[src/hdl/b64u_pkg.sv]
// b64u_pkg: shared types, character constants and alphabet functions of the base64url codec
// no dependencies; used by b64u_front, b64u_queue, b64u_back and base64url_codec_top
`default_nettype none

package b64u_pkg;

  typedef enum logic {
    ModeEncode = 1'b0,
    ModeDecode = 1'b1
  } mode_e;

  typedef struct packed {
    logic [7:0] data_in;
    logic       last_in;
  } in_t;

  typedef struct packed {
    logic [7:0] data_out;
    logic       has_data;
    logic       invalid_char;
    logic       last_out;
  } out_t;

  // one queued job: one or two results of a single transaction
  typedef struct packed {
    logic       enc;   // d0/d1 are alphabet indexes
    logic       two;   // second result present
    logic       last;  // final result of the job closes the message
    logic [7:0] d0;    // index or decoded byte
    logic [5:0] d1;    // index of the second character
    logic       has0;  // decode: first result carries a byte
    logic       inv0;  // decode: invalid character
  } job_t;

  typedef struct packed {
    logic       ok;
    logic [5:0] val;
  } cv_t;

  localparam logic [7:0] ChUpperA = 8'h41;
  localparam logic [7:0] ChUpperZ = 8'h5A;
  localparam logic [7:0] ChLowerA = 8'h61;
  localparam logic [7:0] ChLowerZ = 8'h7A;
  localparam logic [7:0] ChZero   = 8'h30;
  localparam logic [7:0] ChNine   = 8'h39;
  localparam logic [7:0] ChDash   = 8'h2D;
  localparam logic [7:0] ChUnder  = 8'h5F;

  localparam logic [5:0] IdxLower = 6'd26;
  localparam logic [5:0] IdxDigit = 6'd52;
  localparam logic [5:0] IdxDash  = 6'd62;
  localparam logic [5:0] IdxUnder = 6'd63;

  // 6-bit index to alphabet character
  function automatic logic [7:0] alpha(input logic [5:0] idx);
    logic [7:0] ch;
    if (idx < IdxLower) begin
      ch = ChUpperA + {2'b00, idx};
    end else if (idx < IdxDigit) begin
      ch = ChLowerA + {2'b00, 6'(idx - IdxLower)};
    end else if (idx < IdxDash) begin
      ch = ChZero + {2'b00, 6'(idx - IdxDigit)};
    end else if (idx == IdxDash) begin
      ch = ChDash;
    end else begin
      ch = ChUnder;
    end
    return ch;
  endfunction

  // character to 6-bit value, ok low outside the alphabet
  function automatic cv_t char_value(input logic [7:0] c);
    cv_t r;
    r = '0;
    if (c >= ChUpperA && c <= ChUpperZ) begin
      r.ok  = 1'b1;
      r.val = 6'(c - ChUpperA);
    end else if (c >= ChLowerA && c <= ChLowerZ) begin
      r.ok  = 1'b1;
      r.val = 6'(c - ChLowerA) + IdxLower;
    end else if (c >= ChZero && c <= ChNine) begin
      r.ok  = 1'b1;
      r.val = 6'(c - ChZero) + IdxDigit;
    end else if (c == ChDash) begin
      r.ok  = 1'b1;
      r.val = IdxDash;
    end else if (c == ChUnder) begin
      r.ok  = 1'b1;
      r.val = IdxUnder;
    end
    return r;
  endfunction

endpackage

`default_nettype wire

[src/hdl/base64url_codec_top.sv]
// base64url_codec_top: unpadded base64url codec, front, job queue and back wired together
// depends on b64u_pkg, b64u_front, b64u_queue, b64u_back
//
// Streaming base64url (A-Z a-z 0-9 - _) codec without padding. cfg_wdata_i selects the
// mode (0 encode bytes to characters, 1 decode characters to bytes); a write also drops any
// message in progress and must only happen while the block is idle. In encode mode every
// byte gives one or two characters, and the last byte of a message flushes the leftover bits
// zero-filled into a final character. In decode mode every character gives at most one byte;
// leftover bits at the end are dropped, and a last character that yields no byte gives a
// result with has_data low. A character outside the alphabet gives one result with
// invalid_char and last_out set, and the rest of that message is swallowed up to its last
// item. Rate: the back end delivers one result per cycle while the job queue holds a job and
// out_ready_i lets the output register move on; a decoded character gives at most one result
// and an encoded byte one or two. The front accepts one item per cycle as long as the job
// queue has room; QueueDepth sets how far the front may run ahead of a stalled output. An
// accepted item is written into the job queue, then registered in the back's output register.
`default_nettype none

module base64url_codec_top #(
  parameter int QueueDepth = 2
) (
  input  wire logic            clk_i,
  input  wire logic            rst_ni,
  // input transactions
  input  wire logic            in_valid_i,
  output logic                 in_ready_o,
  input  wire b64u_pkg::in_t   in_i,
  // result transactions
  output logic                 out_valid_o,
  input  wire logic            out_ready_i,
  output b64u_pkg::out_t       out_o,
  // mode register write
  input  wire logic            cfg_we_i,
  input  wire logic            cfg_wdata_i
);

  // front to queue
  logic            q_push;
  b64u_pkg::job_t  q_job;
  logic            q_full;
  // queue to back
  b64u_pkg::job_t  q_head;
  logic            q_empty;
  logic            q_pop;

  // front classifies each item and tracks the residue
  b64u_front u_front (
    .clk_i       (clk_i),
    .rst_ni      (rst_ni),
    .in_valid_i  (in_valid_i),
    .in_i        (in_i),
    .in_ready_o  (in_ready_o),
    .cfg_we_i    (cfg_we_i),
    .cfg_wdata_i (cfg_wdata_i),
    .full_i      (q_full),
    .push_o      (q_push),
    .job_o       (q_job)
  );

  // decouples the two sides so each can stall on its own
  b64u_queue #(
    .Depth (QueueDepth)
  ) u_queue (
    .clk_i   (clk_i),
    .rst_ni  (rst_ni),
    .push_i  (q_push),
    .job_i   (q_job),
    .pop_i   (q_pop),
    .head_o  (q_head),
    .full_o  (q_full),
    .empty_o (q_empty)
  );

  // back maps indexes to characters and sends results one per cycle unless the output stalls
  b64u_back u_back (
    .clk_i       (clk_i),
    .rst_ni      (rst_ni),
    .head_i      (q_head),
    .empty_i     (q_empty),
    .pop_o       (q_pop),
    .out_valid_o (out_valid_o),
    .out_ready_i (out_ready_i),
    .out_o       (out_o)
  );

`ifndef ASSERT_OFF
  a_no_overflow: assert property (@(posedge clk_i) disable iff (!rst_ni)
    q_push |-> !q_full)
    else $error("job pushed into a full queue");
  a_no_underflow: assert property (@(posedge clk_i) disable iff (!rst_ni)
    q_pop |-> !q_empty)
    else $error("job popped from an empty queue");
  a_invalid_closes: assert property (@(posedge clk_i) disable iff (!rst_ni)
    out_valid_o && out_o.invalid_char |->
      out_o.last_out && !out_o.has_data && out_o.data_out == 8'h00)
    else $error("invalid character result malformed");
  a_marker_is_last: assert property (@(posedge clk_i) disable iff (!rst_ni)
    out_valid_o && !out_o.has_data |-> out_o.last_out)
    else $error("result without data not closing the message");
`endif

endmodule

`default_nettype wire

[src/hdl/b64u_front.sv]
// b64u_front: accepts items, keeps mode, bit residue and error hold, and builds result jobs
// depends on b64u_pkg
`default_nettype none

module b64u_front (
  input  wire logic           clk_i,
  input  wire logic           rst_ni,
  input  wire logic           in_valid_i,
  input  wire b64u_pkg::in_t  in_i,
  output logic                in_ready_o,
  input  wire logic           cfg_we_i,
  input  wire logic           cfg_wdata_i,
  input  wire logic           full_i,
  output logic                push_o,
  output b64u_pkg::job_t      job_o
);

  b64u_pkg::mode_e mode_q, mode_d;
  logic [5:0]      res_q, res_d;
  logic [1:0]      pairs_q, pairs_d;  // residue bit count / 2
  logic            hold_q, hold_d;
  logic            accept;
  logic [7:0]      data;
  logic            last;
  b64u_pkg::cv_t   cv;

  assign in_ready_o = !full_i;
  assign accept     = in_valid_i && !full_i;
  assign data       = in_i.data_in;
  assign last       = in_i.last_in;
  assign cv         = b64u_pkg::char_value(data);

  always_comb begin
    mode_d  = mode_q;
    res_d   = res_q;
    pairs_d = pairs_q;
    hold_d  = hold_q;
    push_o  = 1'b0;
    job_o   = '0;
    if (cfg_we_i) begin
      mode_d  = b64u_pkg::mode_e'(cfg_wdata_i);
      res_d   = '0;
      pairs_d = '0;
      hold_d  = 1'b0;
    end else if (accept) begin
      if (hold_q) begin
        if (last) begin
          hold_d = 1'b0;
        end
      end else if (mode_q == b64u_pkg::ModeEncode) begin
        push_o   = 1'b1;
        job_o.enc  = 1'b1;
        job_o.last = last;
        unique case (pairs_q)
          2'd0: begin
            job_o.d0  = {2'b00, data[7:2]};
            job_o.two = last;
            job_o.d1  = {data[1:0], 4'b0000};
            res_d     = {4'b0000, data[1:0]};
            pairs_d   = 2'd1;
          end
          2'd1: begin
            job_o.d0  = {2'b00, res_q[1:0], data[7:4]};
            job_o.two = last;
            job_o.d1  = {data[3:0], 2'b00};
            res_d     = {2'b00, data[3:0]};
            pairs_d   = 2'd2;
          end
          2'd2: begin
            job_o.d0  = {2'b00, res_q[3:0], data[7:6]};
            job_o.two = 1'b1;
            job_o.d1  = data[5:0];
            res_d     = '0;
            pairs_d   = 2'd0;
          end
          default: begin
            job_o.d0  = {2'b00, res_q};
            job_o.two = 1'b1;
            job_o.d1  = data[7:2];
            res_d     = {4'b0000, data[1:0]};
            pairs_d   = 2'd1;
          end
        endcase
        if (last) begin
          res_d   = '0;
          pairs_d = '0;
        end
      end else if (!cv.ok) begin
        push_o     = 1'b1;
        job_o.inv0 = 1'b1;
        job_o.last = 1'b1;
        res_d      = '0;
        pairs_d    = '0;
        hold_d     = !last;
      end else begin
        job_o.last = last;
        unique case (pairs_q)
          2'd0: begin
            job_o.has0 = 1'b0;
            res_d      = cv.val;
            pairs_d    = 2'd3;
          end
          2'd1: begin
            job_o.has0 = 1'b1;
            job_o.d0   = {res_q[1:0], cv.val};
            res_d      = '0;
            pairs_d    = 2'd0;
          end
          2'd2: begin
            job_o.has0 = 1'b1;
            job_o.d0   = {res_q[3:0], cv.val[5:2]};
            res_d      = {4'b0000, cv.val[1:0]};
            pairs_d    = 2'd1;
          end
          default: begin
            job_o.has0 = 1'b1;
            job_o.d0   = {res_q, cv.val[5:4]};
            res_d      = {2'b00, cv.val[3:0]};
            pairs_d    = 2'd2;
          end
        endcase
        push_o = job_o.has0 || last;
        if (last) begin
          res_d   = '0;
          pairs_d = '0;
        end
      end
    end
  end

  always_ff @(posedge clk_i or negedge rst_ni) begin
    if (!rst_ni) begin
      mode_q  <= b64u_pkg::ModeEncode;
      res_q   <= '0;
      pairs_q <= '0;
      hold_q  <= 1'b0;
    end else begin
      mode_q  <= mode_d;
      res_q   <= res_d;
      pairs_q <= pairs_d;
      hold_q  <= hold_d;
    end
  end

`ifndef ASSERT_OFF
  a_enc_no_hold: assert property (@(posedge clk_i) disable iff (!rst_ni)
    (mode_q == b64u_pkg::ModeEncode) |-> !hold_q)
    else $error("error hold set in encode mode");
  a_hold_no_push: assert property (@(posedge clk_i) disable iff (!rst_ni)
    hold_q |-> !push_o)
    else $error("job pushed while swallowing");
  a_err_clears: assert property (@(posedge clk_i) disable iff (!rst_ni)
    push_o && job_o.inv0 && !cfg_we_i |=> res_q == '0 && pairs_q == '0)
    else $error("residue not cleared after invalid character");
`endif

endmodule

`default_nettype wire

[src/hdl/b64u_queue.sv]
// b64u_queue: small job fifo between the front and the back of the codec
// depends on b64u_pkg
`default_nettype none

module b64u_queue #(
  parameter int Depth = 2
) (
  input  wire logic            clk_i,
  input  wire logic            rst_ni,
  input  wire logic            push_i,
  input  wire b64u_pkg::job_t  job_i,
  input  wire logic            pop_i,
  output b64u_pkg::job_t       head_o,
  output logic                 full_o,
  output logic                 empty_o
);

  localparam int PtrW = (Depth > 1) ? $clog2(Depth) : 1;
  localparam int CntW = $clog2(Depth + 1);
  localparam logic [PtrW-1:0] LastPtr = PtrW'(Depth - 1);
  localparam logic [CntW-1:0] FullCnt = CntW'(Depth);

  b64u_pkg::job_t  mem_q [Depth];
  logic [PtrW-1:0] wr_q, rd_q;
  logic [CntW-1:0] cnt_q;
  logic            do_push, do_pop;

  assign full_o  = (cnt_q == FullCnt);
  assign empty_o = (cnt_q == '0);
  assign head_o  = mem_q[rd_q];
  assign do_push = push_i && !full_o;
  assign do_pop  = pop_i && !empty_o;

  always_ff @(posedge clk_i) begin
    if (do_push) begin
      mem_q[wr_q] <= job_i;
    end
  end

  always_ff @(posedge clk_i or negedge rst_ni) begin
    if (!rst_ni) begin
      wr_q  <= '0;
      rd_q  <= '0;
      cnt_q <= '0;
    end else begin
      if (do_push) begin
        wr_q <= (wr_q == LastPtr) ? '0 : wr_q + 1'b1;
      end
      if (do_pop) begin
        rd_q <= (rd_q == LastPtr) ? '0 : rd_q + 1'b1;
      end
      if (do_push && !do_pop) begin
        cnt_q <= cnt_q + 1'b1;
      end else if (do_pop && !do_push) begin
        cnt_q <= cnt_q - 1'b1;
      end
    end
  end

endmodule

`default_nettype wire

[src/hdl/b64u_back.sv]
// b64u_back: expands queued jobs into result transactions through an output register
// depends on b64u_pkg
`default_nettype none

module b64u_back (
  input  wire logic            clk_i,
  input  wire logic            rst_ni,
  input  wire b64u_pkg::job_t  head_i,
  input  wire logic            empty_i,
  output logic                 pop_o,
  output logic                 out_valid_o,
  input  wire logic            out_ready_i,
  output b64u_pkg::out_t       out_o
);

  logic            k_q;  // which result of the head job is next
  logic            out_valid_q;
  b64u_pkg::out_t  out_q, res;
  logic            load;
  logic            final_res;
  logic [5:0]      idx;

  assign load      = !empty_i && (!out_valid_q || out_ready_i);
  assign final_res = (k_q == head_i.two);
  assign pop_o     = load && final_res;
  assign idx       = k_q ? head_i.d1 : head_i.d0[5:0];

  always_comb begin
    res.data_out     = head_i.enc ? b64u_pkg::alpha(idx) : head_i.d0;
    res.has_data     = head_i.enc || head_i.has0;
    res.invalid_char = !head_i.enc && head_i.inv0;
    res.last_out     = head_i.last && final_res;
  end

  always_ff @(posedge clk_i) begin
    if (load) begin
      out_q <= res;
    end
  end

  always_ff @(posedge clk_i or negedge rst_ni) begin
    if (!rst_ni) begin
      k_q         <= 1'b0;
      out_valid_q <= 1'b0;
    end else begin
      if (load) begin
        out_valid_q <= 1'b1;
        k_q         <= !final_res;
      end else if (out_ready_i) begin
        out_valid_q <= 1'b0;
      end
    end
  end

  assign out_valid_o = out_valid_q;
  assign out_o       = out_q;

endmodule

`default_nettype wire
[config.mk]
export PLATFORM = sky130hd
export DESIGN_NAME = base64url_codec_top
export DESIGN_NICKNAME = d
export VERILOG_FILES = /design/src/hdl/b64u_pkg.sv /design/src/hdl/base64url_codec_top.sv /design/src/hdl/b64u_front.sv /design/src/hdl/b64u_queue.sv /design/src/hdl/b64u_back.sv
export SDC_FILE = /design/constraint.sdc
export NUM_CORES = 1
export LEC_CHECK = 0
export BUFFER_PORTS_ARGS = -buffer_cell sky130_fd_sc_hd__buf_4
export CORE_UTILIZATION = 61
export CTS_CLUSTER_SIZE = 25
export DETAILED_ROUTE_END_ITERATION = 10
export PLACE_DENSITY = 0.78
export SLEW_MARGIN = 20
export SYNTH_ARGS = -nofsm -noshare
export SYNTH_HDL_FRONTEND = slang
export SYNTH_SLANG_ARGS = --single-unit
[constraint.sdc]
create_clock -name clk_i -period 2.9 [get_ports clk_i]
set_input_delay 0.435 -clock clk_i [delete_from_list [all_inputs] [get_ports clk_i]]
set_output_delay 0.435 -clock clk_i [all_outputs]
set_load 0.01 [all_outputs]
Word level (Yosys, flattened, before mapping)
Memory sizes are Yosys's and may differ from the RTL's.
Cells that the tools add are included.
Storage, ports and cells
  output and inout bits: 13
  memories kept: 1
  input bits: 15
  memory bits (writable): 38
  register bits: 27
  word-level logic and storage cells: 143
Cells by class
  reduce and logical (&&, ||, !) cells: 30
  order comparisons: 9
  eq/ne operators: 8
  add/subtract/negate cells: 14
  muxes and demuxes: 68
Memory list
  u_queue.mem_q: words 2, width 19, read ports 1, clocked after Yosys merged registers in 0, wr ports 1, line b64u_queue.sv:23  | b64u_pkg::job_t mem_q [Depth];
Operators by type and width (count)
  $mux W19: 3
  $mux W6: 8
  $mux W7: 6
  $mux W8: 5
  $pmux W12 S3: 1
  $mux W1: 27
  $pmux W8 S3: 1
  $mux W2: 11
  $pmux W6 S3: 1
  $sub A6 B6 Y6 const B: 3
  $add A7 B6 Y8 const A: 2
  $ge A8 B7 Y1 const B: 2
  $le A8 B7 Y1 const B: 2
  $logic_and A1 B1 Y1: 12
  $lt A6 B6 Y1 const B: 2
  $mux W9: 1
  $eq A8 B6 Y1 const B: 1
  $eq A8 B7 Y1 const B: 1
  $ge A8 B6 Y1 const B: 1
  $le A8 B6 Y1 const B: 1
  $logic_not A1 Y1: 8
  $pmux W4 S2: 1
  $add A6 B6 Y7 const A: 1
  $add A6 B5 Y6 const B: 1
  20 further kinds: 27

Depth between registers and ports, before layout
  depth after elaboration: 22
  gate-level depth with buffers: 12
  depth with buffers taken out: 11

Hierarchy
Synthesis repeated with hierarchy kept, for this count alone.
Unflattened totals
  cells, all modules: 444
  area, all modules: 4520.6 µm²
Modules (own cells, without submodules)
  b64u_front: area an instance 1816.7 µm², times used 1, cells each 245, sequential area each 250.2 µm²
  b64u_queue: area an instance 1566.5 µm², times used 1, cells each 78, sequential area each 1241.2 µm²
  b64u_back: area an instance 1137.3 µm², times used 1, cells each 121, sequential area each 380.4 µm²

Worst setup path after synthesis
No wires, ideal clock.
  path kind: input to register
  start point: in in_i[3] (netlist bit)
  end point: mem u_queue.mem_q[0][0] (netlist bit) (enable)
  path slack: -0.437 ns
  library setup time: 0.397 ns
  path buffers: 1
  arrival time: 2.940 ns
  cell stages on the path: 9
  data required time: 2.503 ns
  cell sequence: buf_1 inv_1 ha_1 nand2_1 o21ai_0 nand4_1 nand3_2 a31oi_1 nor2b_1
On the way
  word-level cells in the longest chain between the ends: 14
  elaborated cells on any way between the ends: 24
  those cells by class: 6 x order compare; 2 x eq/ne; 12 x mux; 4 x reduce/logical
RTL lines
  start, declared: line base64url_codec_top.sv:27  | input wire b64u_pkg::in_t in_i,
  parallel branches: the longest is 5 deep, another holds $ge A8 B6 Y1
  $mux W7 (*): line b64u_pkg.sv:75  | if (c >= ChUpperA && c <= ChUpperZ) begin
  $mux W1 (*): line b64u_front.sv:88  | end else if (!cv.ok) begin
  $mux W1 (*): line b64u_front.sv:50  | end else if (mode_q == b64u_pkg::ModeEncode) begin
  $mux W1 (*): line b64u_front.sv:46  | if (hold_q) begin
  $mux W1 (*): line b64u_front.sv:45  | end else if (accept) begin
  $mux W1 (*): line b64u_front.sv:40  | if (cfg_we_i) begin
  $logic_and A1 B1 Y1 (*): line b64u_queue.sv:31  | assign do_push = push_i && !full_o;
  net u_queue.do_push: line b64u_queue.sv:26  | logic do_push, do_pop;
  $mux W1 (*): line b64u_queue.sv:35  | if (do_push) begin
  $mux W1 (implied by the code) (*): line b64u_queue.sv:36  | mem_q[wr_q] <= job_i;
  end, declared: line b64u_queue.sv:23
Mark *: on every way through the listed nets, which the timed path passes.

==> results.tsv <==
stage	metric	value	unit
grt	global_route.usage.total	28.5	%
synth	synth_top_cell_by_area	sky130_fd_sc_hd__edfxtp_1	
placed_design	place.gp.congestion	0.935	
placed_design	dpl.hpwl	6900	um
power_and_ir_drop	total_leakage_power	0.00198	uW
placed_design	detailedPlace.worstSlack	-0.0615	ns
grt	grt_start_max_net_pins	22	
grt	antenna_violations_before_repair	0	
clock_tree	cts_inserted_buffers	9	
synth	count_leader_synth	sky130_fd_sc_hd__edfxtp_1	
route	remaining_drc_errors	0	
placed_design	placement.io_buffers	27	
die	io_pins	28	
sta	worst_pin_slew	0.634	ns
route	detail-route-antenna-nets	0	
clock_tree	cts_hold_buf	1	
clock_tree	tritoncts_sink_count	65	
synth	post_synth_num_cell_types	59	
sta	max_slew_margin	57.6	%
layout	final_cells	533	
synth	yosys_most_used_dff	sky130_fd_sc_hd__edfxtp_1	
die	starting_utilization_of_the_core_area	64.7	%
grt	grt_first_pass_wirelength	15800	um
die	die_w	85.2	um
run_status	status	complete, no violations	
layout	area.growth.synth_to_final	15.0	%
synth	yosys_warnings	0	
route	route.vias.total	3336	
critical_path	startpoint_type	register	
hold_path	timing.hold.worst_endpoint	u_front.hold_q$_DFFE_PN0P_	
grt	first_global_vias	3268	
layout	final_layout_size_suffix_gt1_share	19.7	%
route	vias_per_cell	6.26	
critical_path	worst_r2r_startpoint	u_queue.rd_q$_DFFE_PN0P_	
sta	hold_slack	0.284	ns
power_and_ir_drop	ir_worst_vdd	0.401	mV
run	cap_violations	0	
synth	synth_area_per_cell	10.4	sq um
critical_path	timing.setup.critical_path_class	register to register	
critical_path	r2r_cells	8	
synth	async_reset_ff_share	24.6	%
sta	setup_repair_after_global_routing_missed_its_margin	no	
sta	finalCritPeriodShare	92.6	%
clock_tree	cts_resized	0	
sta	post-route-worst-setup-slack	0.214	ns
sta	fmax	372	MHz
synth	number_of_enable_type_register_cells_in_the_synthesized_netlist	49	
critical_path	path_max_fanout	6	
route	avgRoutedWirePerCell	17.7	um
hold_path	hold_path.class	input port to register	
critical_path	worst-endpoint-arrival	2.88	ns
route	routed_wl	9430	um
clock_tree	cts_tree	yes	
route	detailedRoute.firstPassIterationCount	5	
layout	number_of_nets_in_the_layout	489	
layout	post-route-util	74.3	%
clock_tree	cts_max_level	3	
synth	synth_sequential_area_ratio	44.3	%
synth	postSynthRegisterBits	65	
sta	fin_crit	2.69	ns
power_and_ir_drop	p_per_area	863	nW/um^2
clock_tree	clkSlewWorstSetupHoldPaths	0.08	ns
route	1st_iter_drt_viols	168	
hold_path	min_from	cfg_we_i	
sta	maxSlewViolCount	0	
synth	yosys-top-cells-area	sky130_fd_sc_hd__edfxtp_1 (35%), sky130_fd_sc_hd__dfrtp_1 (9.5%), sky130_fd_sc_hd__ha_1 (6.8%)	
die	dieArea	7260	sq um
sta	timing_hold_violations_final	0	
synth	synth_top_area_share	34.8	%
synth	netlist_area	4220	sq um
placed_design	placedInstanceArea	4640	sq um
critical_path	timing.critical_path.to_type	register	
clock_tree	cts-root-buf	sky130_fd_sc_hd__clkbuf_8	
die	area_of_the_core	6530	sq um
clock_tree	cts_buffer_depth	2	
hold_path	hold_depth	2	
critical_path	r2r_slack	0.21	ns
sta	setup_viol	0	
grt	grt.overflow.total	0	
placed_design	place_inst	516	
synth	yosys-top-cells-count	sky130_fd_sc_hd__edfxtp_1 (49), sky130_fd_sc_hd__nand2_1 (42), sky130_fd_sc_hd__nor2_1 (37), sky130_fd_sc_hd__ha_1 (23), sky130_fd_sc_hd__o21ai_0 (23)	
synth	syn_nets	446	
clock_tree	clk_latency	0.34	ns
critical_path	worst_ep_required_time	3.10	ns
die	placement_rows	29	
critical_path	r2r-end	u_back.out_o[10]$_DFFE_PP_	
clock_tree	postCtsSetupBuffers	0	
die	die_height	85.2	um
synth	post_synth_inst_count	408	
layout	antennaDiodeCount	0	
sta	setup_skew_after_layout	0.0149	ns
layout	layout.cell_area.non_filler	4860	sq um
==> stage by stage <==
stage          total power (uW)  setup TNS, ns
5_1_grt                    4460              0
3_3_place_gp               3360        -0.0836
2_1_floorplan              2760              0
4_1_cts                    4190              0
6_report                   4190              0
3_5_place_dp               3410         -0.123
==> flip-flops by register name, indices dropped and copies added, names as in the netlist <==
signal	count
u_queue.mem_q	38
u_back.out_o	11
u_front.res_q	6
u_front.pairs_q	2
u_queue.cnt_q	2
u_back.k_q	1
u_back.out_valid_o	1
u_front.hold_q	1
u_front.mode_q	1
u_queue.rd_q	1
u_queue.wr_q	1
==> layer usage <==
metal	vias up	track usage (%)	part of all wire, %
li1	1607	-	-
met1	1532	35.4	41
met2	172	48.2	49
met3	25	5.45	7.1
met4	0	13.6	3.0
met5	-	0	0
==> power breakdown <==
| group | switching [uW] | internal [uW] |
|---|---|---|
| sequential | 114 | 1240 |
| clock | 374 | 404 |
| combinational | 1100 | 957 |
==> how the worst max path moves through the flow <==
stage	to	from	depth (start not counted)	slack, ns
finish	u_back.out_o[10]$_DFFE_PP_	u_queue.rd_q$_DFFE_PN0P_	8	0.21
CTS	u_back.out_o[10]$_DFFE_PP_	u_queue.rd_q$_DFFE_PN0P_	8	0.18
detailed placement	u_queue.mem_q[1][9]$_DFFE_PP_	in_i[1]	10	-0.06
floorplan	u_queue.mem_q[0][0]$_DFFE_PP_	in_i[3]	9	0.10
global placement	u_queue.mem_q[1][9]$_DFFE_PP_	in_i[1]	10	-0.04
global route	u_queue.mem_q[1][9]$_DFFE_PP_	in_i[1]	10	0.03
==> layout by cell type (no fill, tap or decap), drive strengths merged, types with 5 or more instances in the layout <==
cell type  instances
a21oi             15
a221oi             6
a22oi              8
a2bb2oi            5
buf               54
clkbuf             9
dfrtp             16
edfxtp            49
ha                23
inv               20
mux2i             15
mux4               6
nand2             42
nand3             11
nor2              37
nor2b              9
nor3              10
o21ai             23
xnor2             15
xor2               9
==> layout make-up <==
class	instances	area (sq um)
clock inverter	7	77.6
tap	77	96.3
fill	453	1680
timing repair buffer	55	440
multi-input combinational	302	2180
clock buffer	9	124
inverter	18	67.6
sequential	65	1870
==> worst max-delay path, stage by stage, from the launching register on <==
cell	delay (ns)
sky130_fd_sc_hd__dfrtp_1	0.49
sky130_fd_sc_hd__mux4_2	0.62
sky130_fd_sc_hd__ha_1	0.25
sky130_fd_sc_hd__a21o_1	0.17
sky130_fd_sc_hd__xor2_1	0.21
sky130_fd_sc_hd__nand4_1	0.17
sky130_fd_sc_hd__nor2b_1	0.16
sky130_fd_sc_hd__or4_1	0.40
sky130_fd_sc_hd__o21ai_0	0.08
==> cell families (layout without fill, tap and decap cells) <==
| kind of cell | Yosys count | count (layout) | share of synthesized area, % |
|---|---|---|---|
| adder cells (fa/ha/maj) | 23 | 23 | 6.81 |
| AO/OA/AOI/OAI | 98 | 98 | 16.4 |
| AND/OR/NAND/NOR | 132 | 132 | 15.2 |
| flip-flops | 65 | 65 | 44.3 |
| XOR/XNOR | 24 | 24 | 5.15 |
| multiplexers | 25 | 25 | 7.82 |
| buffers and inverters | 41 | 89 | 4.32 |
(Power assumes the default switching activity.)
